### config.mk
export PLATFORM = sky130hd
export DESIGN_NAME = pfn_div
export DESIGN_NICKNAME = d
export VERILOG_FILES = /design/src/design/pfn_pkg.sv /design/src/design/pfn_div.sv
export SDC_FILE = /design/constraint.sdc
export NUM_CORES = 1
export LEC_CHECK = 0
export BUFFER_PORTS_ARGS = -buffer_cell sky130_fd_sc_hd__buf_2
export CORE_MARGIN = 4
export CORE_UTILIZATION = 29
export DETAILED_ROUTE_END_ITERATION = 8
export SYNTH_ARGS = -nofsm -noshare
export SYNTH_HDL_FRONTEND = slang
export SYNTH_SLANG_ARGS = --single-unit
### constraint.sdc
create_clock -name clock -period 3.29 [get_ports clock]
set_clock_uncertainty 0.1 [all_clocks]
set_input_delay 0.329 -clock clock [delete_from_list [all_inputs] [get_ports clock]]
set_output_delay 0.329 -clock clock [all_outputs]
set_load 0.05 [all_outputs]
### src/design/pfn_pkg.sv
package pfn_pkg;

   localparam int DEF_MAX_OCTAVES = 10;
   localparam int DEF_FRAC_BITS   = 16;
   localparam int COORD_W         = 24;
   localparam int NOISE_W         = 16;
   localparam int CNT_W           = 4;
   localparam int REQ_DATA_W      = 72;
   localparam logic [CNT_W-1:0] OCT_RESET = 4'd10;

   localparam logic [7:0] PERM_ROM [256] = '{
      8'd151,8'd160,8'd137,8'd91,8'd90,8'd15,8'd131,8'd13,
      8'd201,8'd95,8'd96,8'd53,8'd194,8'd233,8'd7,8'd225,
      8'd140,8'd36,8'd103,8'd30,8'd69,8'd142,8'd8,8'd99,
      8'd37,8'd240,8'd21,8'd10,8'd23,8'd190,8'd6,8'd148,
      8'd247,8'd120,8'd234,8'd75,8'd0,8'd26,8'd197,8'd62,
      8'd94,8'd252,8'd219,8'd203,8'd117,8'd35,8'd11,8'd32,
      8'd57,8'd177,8'd33,8'd88,8'd237,8'd149,8'd56,8'd87,
      8'd174,8'd20,8'd125,8'd136,8'd171,8'd168,8'd68,8'd175,
      8'd74,8'd165,8'd71,8'd134,8'd139,8'd48,8'd27,8'd166,
      8'd77,8'd146,8'd158,8'd231,8'd83,8'd111,8'd229,8'd122,
      8'd60,8'd211,8'd133,8'd230,8'd220,8'd105,8'd92,8'd41,
      8'd55,8'd46,8'd245,8'd40,8'd244,8'd102,8'd143,8'd54,
      8'd65,8'd25,8'd63,8'd161,8'd1,8'd216,8'd80,8'd73,
      8'd209,8'd76,8'd132,8'd187,8'd208,8'd89,8'd18,8'd169,
      8'd200,8'd196,8'd135,8'd130,8'd116,8'd188,8'd159,8'd86,
      8'd164,8'd100,8'd109,8'd198,8'd173,8'd186,8'd3,8'd64,
      8'd52,8'd217,8'd226,8'd250,8'd124,8'd123,8'd5,8'd202,
      8'd38,8'd147,8'd118,8'd126,8'd255,8'd82,8'd85,8'd212,
      8'd207,8'd206,8'd59,8'd227,8'd47,8'd16,8'd58,8'd17,
      8'd182,8'd189,8'd28,8'd42,8'd223,8'd183,8'd170,8'd213,
      8'd119,8'd248,8'd152,8'd2,8'd44,8'd154,8'd163,8'd70,
      8'd221,8'd153,8'd101,8'd155,8'd167,8'd43,8'd172,8'd9,
      8'd129,8'd22,8'd39,8'd253,8'd19,8'd98,8'd108,8'd110,
      8'd79,8'd113,8'd224,8'd232,8'd178,8'd185,8'd112,8'd104,
      8'd218,8'd246,8'd97,8'd228,8'd251,8'd34,8'd242,8'd193,
      8'd238,8'd210,8'd144,8'd12,8'd191,8'd179,8'd162,8'd241,
      8'd81,8'd51,8'd145,8'd235,8'd249,8'd14,8'd239,8'd107,
      8'd49,8'd192,8'd214,8'd31,8'd181,8'd199,8'd106,8'd157,
      8'd184,8'd84,8'd204,8'd176,8'd115,8'd121,8'd50,8'd45,
      8'd127,8'd4,8'd150,8'd254,8'd138,8'd236,8'd205,8'd93,
      8'd222,8'd114,8'd67,8'd29,8'd24,8'd72,8'd243,8'd141,
      8'd128,8'd195,8'd78,8'd66,8'd215,8'd61,8'd156,8'd180
   };

   function automatic logic [7:0] perm_lookup(input logic [7:0] idx);
      return PERM_ROM[idx];
   endfunction

endpackage

### src/design/pfn_div.sv
module pfn_div import pfn_pkg::*; #(
   parameter int MAX_OCTAVES = DEF_MAX_OCTAVES,
   parameter int FRAC_BITS   = DEF_FRAC_BITS,
   localparam int SW = FRAC_BITS + 2 + MAX_OCTAVES
) (
   input  logic                   clock,
   input  logic                   reset,
   input  logic                   en,
   input  logic                   in_valid,
   input  logic [SW-1:0]          in_sum,
   input  logic [MAX_OCTAVES-1:0] in_den,
   output logic                   out_valid,
   output logic [NOISE_W-1:0]     out_value
);

   localparam int QB = NOISE_W + 1;
   localparam int RW = MAX_OCTAVES + NOISE_W + 2;
   localparam int NW = SW + NOISE_W + 1;

   logic [NW-1:0]          num;
   logic                   v_ff   [QB+1];
   logic [RW-1:0]          rem_ff [QB+1];
   logic [MAX_OCTAVES-1:0] d_ff   [QB+1];
   logic [QB-1:0]          q_ff   [QB+1];

   assign num = (NW'(in_sum) << NOISE_W) + (NW'(in_den) << FRAC_BITS);

   always_ff @(posedge clock) begin
      if (reset) begin
         v_ff[0] <= 1'b0;
      end else if (en) begin
         v_ff[0] <= in_valid;
      end
   end

   always_ff @(posedge clock) begin
      if (en) begin
         rem_ff[0] <= RW'(num >> (FRAC_BITS + 1));
         d_ff[0]   <= in_den;
         q_ff[0]   <= '0;
      end
   end

   for (genvar j = 0; j < QB; j++) begin : g_step
      logic [RW-1:0] dsh;
      logic          ge;
      assign dsh = RW'(d_ff[j]) << (QB - 1 - j);
      assign ge  = rem_ff[j] >= dsh;

      always_ff @(posedge clock) begin
         if (reset) begin
            v_ff[j+1] <= 1'b0;
         end else if (en) begin
            v_ff[j+1] <= v_ff[j];
         end
      end

      always_ff @(posedge clock) begin
         if (en) begin
            rem_ff[j+1] <= ge ? rem_ff[j] - dsh : rem_ff[j];
            d_ff[j+1]   <= d_ff[j];
            q_ff[j+1]   <= q_ff[j] | (QB'(ge) << (QB - 1 - j));
         end
      end
   end

   assign out_valid = v_ff[QB];
   assign out_value = q_ff[QB][QB-1] ? '1 : q_ff[QB][NOISE_W-1:0];

endmodule
==> flow_summary.yaml <==
outcome:
  status: "complete, no violations"
power_and_ir_drop:
  pwr-share-comb_pct: 22.5
  ir_drop_v: 0.000417
  p_per_area_mw_per_mm2: 697
  switching_share_pct: 28.6
  p_leak_nw: 16.3
  share_seq_of_total_power_pct: 47.0
  p_clk_share_pct: 30.5
  p_int_w: 0.0223
  power_switching_w: 0.00894
route:
  first_pass_iters: 7
  drc: 0
  ant_nets: 0
  drt_iter0_drc: 797
  finalWirelength_um: 69200
  wl_per_cell_um: 13.9
  vias_per_cell: 4.54
  vias: 22600
min_path:
  hold_start: "in_sum[7]"
  holdCritPathClass: "primary input to flip-flop"
  holdPathEnd: "rem_ff[0][6]$_DFFE_PP_"
  min_path_cells: 3
critical_path:
  reg2reg_slack_ns: 0.09
  worstPathArrival_ns: 3.51
  rr_endpoint: "rem_ff[4][22]$_DFFE_PP_"
  worstPathCellList: "ha_1, nor2b_1, nand3_1, and4b_1, a2111oi_0, nor3b_2, clkinv_1, buf_4, nor2_1, a21oi_1"
  cp-end-kind: "flip-flop"
  worstSetupPathType: "flip-flop to flip-flop"
  crit_family: "simple AND/OR/NAND/NOR gates"
  cpPeakStageDelay_ns: 0.54
  start_kind: "flip-flop"
  rr_worst_depth: 10
  crit_path_max_fanout: 7
  required_ns: 3.60
  path_buf_inv: 2
  critical_path.slowest_cell: "a2111oi_0"
  worst_r2r_startpoint: "rem_ff[3][22]$_DFFE_PP_"
synthesis:
  synth_edf_count: 817
  ys.warnings.count: 0
  syn_nets: 3156
  yosysMostFrequentCell: "edfxtp_1"
  ys_ff_latch: 817
  synthDistinctLibCells: 85
  synth_top_area_share_pct: 63.8
  seq_area_frac_synth_pct: 63.8
  ys_async_sr_fraction_pct: 0
  synthTopCellsByCount: "817 x edfxtp_1, 223 x inv_1, 189 x nor2_1"
  synth_area_leaders: "edfxtp_1 64%, ha_1 5.8%, xor2_1 3.5%"
  synthFlopType: "edfxtp_1"
  yosys.area.top_type: "edfxtp_1"
  netlist_area_sq_mm: 0.0385
  syn_area_per_cell_sq_um: 13.2
  syn_inst: 2918
clocking:
  clk_path_buf_depth: 3
  root_buffer: "clkbuf_16"
  cts_sinks: 817
  cts_buffers: 89
  htreeDepth: 3
  clock_latency_ns: 0.69
  clk_pin_slew_ns: 0.06
  cts_tree: "built"
grt:
  grt_max_degree: 158
  grt_pass1_vias: 23500
  antenna_found_initial: 0
  grt_usage_pct: 9.96
  grt_overflow: 0
  grt_pass1_wl_um: 112000
layout:
  n_antenna_cell: 0
  area_delta_synth_final_pct: 16.7
  post-route-util_pct: 34.1
  fin_nets: 3397
  drive_above_1_share_pct: 11.2
  fin_area_sq_mm: 0.0449
  fin_cells: 4976
sta:
  fmax_mhz: 313
  drv_slew: 0
  rsz0062_at_grt: "no"
  hold_viol_final: 0
  setup_tns_ns: 0
  period_share_pct: 97.2
  tightestPinTransition_ns: 0.939
  relSlewSlack_pct: 37.4
  fin_crit_ns: 3.20
  whs_ns: 0.0779
  setup_violations: 0
floorplan:
  rows: 133
  die_width_um: 372
  ios: 59
  die_area_sq_mm: 0.139
  start_util_pct: 29.2
  core_sq_mm: 0.132
  dieHeight_um: 372
placement:
  gp_congestion: 0.911
  place_inst: 4780
  placed_area_sq_mm: 0.0416
  numPortBuffers: 58
  dpl.hpwl_um: 50200
run:
  drv_cap: 0
[registers in the layout, summed over array words and instances, names as in the netlist]
signal / cells
rem_ff: 476
d_ff: 170
q_ff: 153
v_ff: 18
[tightest hold or removal path, stage by stage]
cell and delay (ns):
buf_2 0.08, ha_1 0.21, xor2_1 0.09
[cell type report]
class                      count  area, sq um
tap                         1755         2200
inverter                     225          845
clock buffer                 105         2290
fill                       12700        86800
clock inverter                48          522
multi-input combinational   1842        13000
sequential                   817        24500
timing repair buffer         184         1500
[cell usage in the layout, fill, tap and decap left out, drive strengths merged, types with 104 or more instances in the layout]
| master | Yosys | final |
|---|---|---|
| edfxtp | 817 | 817 |
| xnor2 | 104 | 104 |
| buf | 8 | 143 |
| clkbuf | 26 | 105 |
| nor3 | 114 | 114 |
| a21oi | 123 | 123 |
| o21ai | 140 | 140 |
| ha | 179 | 179 |
| inv | 224 | 226 |
| nor2 | 189 | 189 |
| nand2 | 174 | 174 |
| xor2 | 155 | 155 |
[metal layers]
metal | vias to the layer above | wire [um] | GRT usage (%)
met5 | - | 0 | 0
met4 | 0 | 4080 | 5.66
met3 | 209 | 2390 | 2.28
met2 | 362 | 37400 | 19.6
met1 | 10600 | 25300 | 9.29
li1 | 11400 | - | -
[cells by family (layout without fill, tap and decap cells)]
kind of cell,after synthesis,after routing,share of synthesized area (%)
buffers and inverters,259,562,2.58
muxes,44,44,1.29
adders and majority gates,196,196,6.71
and+or+nand+nor,851,851,11.7
AOI/OAI and AO/OA,492,492,8.10
xor gates and xnor gates,259,259,5.90
DFF,817,817,63.8
[power groups by stage]
stage                     clock network [W]  logic, W  registers (W)
final                               0.00955   0.00703         0.0147
after global routing                 0.0103   0.00789         0.0149
after CTS                           0.00991   0.00704         0.0147
after detailed placement                  0   0.00696         0.0149
after global placement                    0   0.00681         0.0149
after floorplan                           0   0.00528         0.0145
[stage by stage]
stage / total power [W] / worst slack (ns)
after floorplan: 0.0198 / 0.347
after global placement: 0.0217 / -0.111
after detailed placement: 0.0219 / -0.0903
after CTS: 0.0316 / 0.0509
after global routing: 0.0331 / 0.000117
final: 0.0313 / 0.0911
[worst max path at each step]
stage / start / endpoint / slack, ns / depth (start not counted)
floorplan: rem_ff[11][5]$_DFFE_PP_ / rem_ff[12][25]$_DFFE_PP_ / 0.35 / 11
global placement: rem_ff[11][12]$_DFFE_PP_ / rem_ff[12][22]$_DFFE_PP_ / -0.11 / 8
detailed placement: rem_ff[11][12]$_DFFE_PP_ / rem_ff[12][22]$_DFFE_PP_ / -0.09 / 8
CTS: rem_ff[11][12]$_DFFE_PP_ / rem_ff[12][22]$_DFFE_PP_ / 0.05 / 8
global route: rem_ff[11][5]$_DFFE_PP_ / rem_ff[12][27]$_DFFE_PP_ / 0.0001 / 13
finish: rem_ff[3][22]$_DFFE_PP_ / rem_ff[4][22]$_DFFE_PP_ / 0.09 / 10
[repair_timing]
| item | 4_1_cts | 5_1_grt |
|---|---|---|
| pin swaps | 0 | 1 |
| buffers inserted | 0 | 2 |
| hold buffers | 41 | 0 |
| endpoints found under the setup margin | 2 | 7 |
| gates resized for setup | 2 | 6 |
| endpoints found under the hold margin | 55 | 0 |
Note: power is estimated with default switching activity, not from simulation.
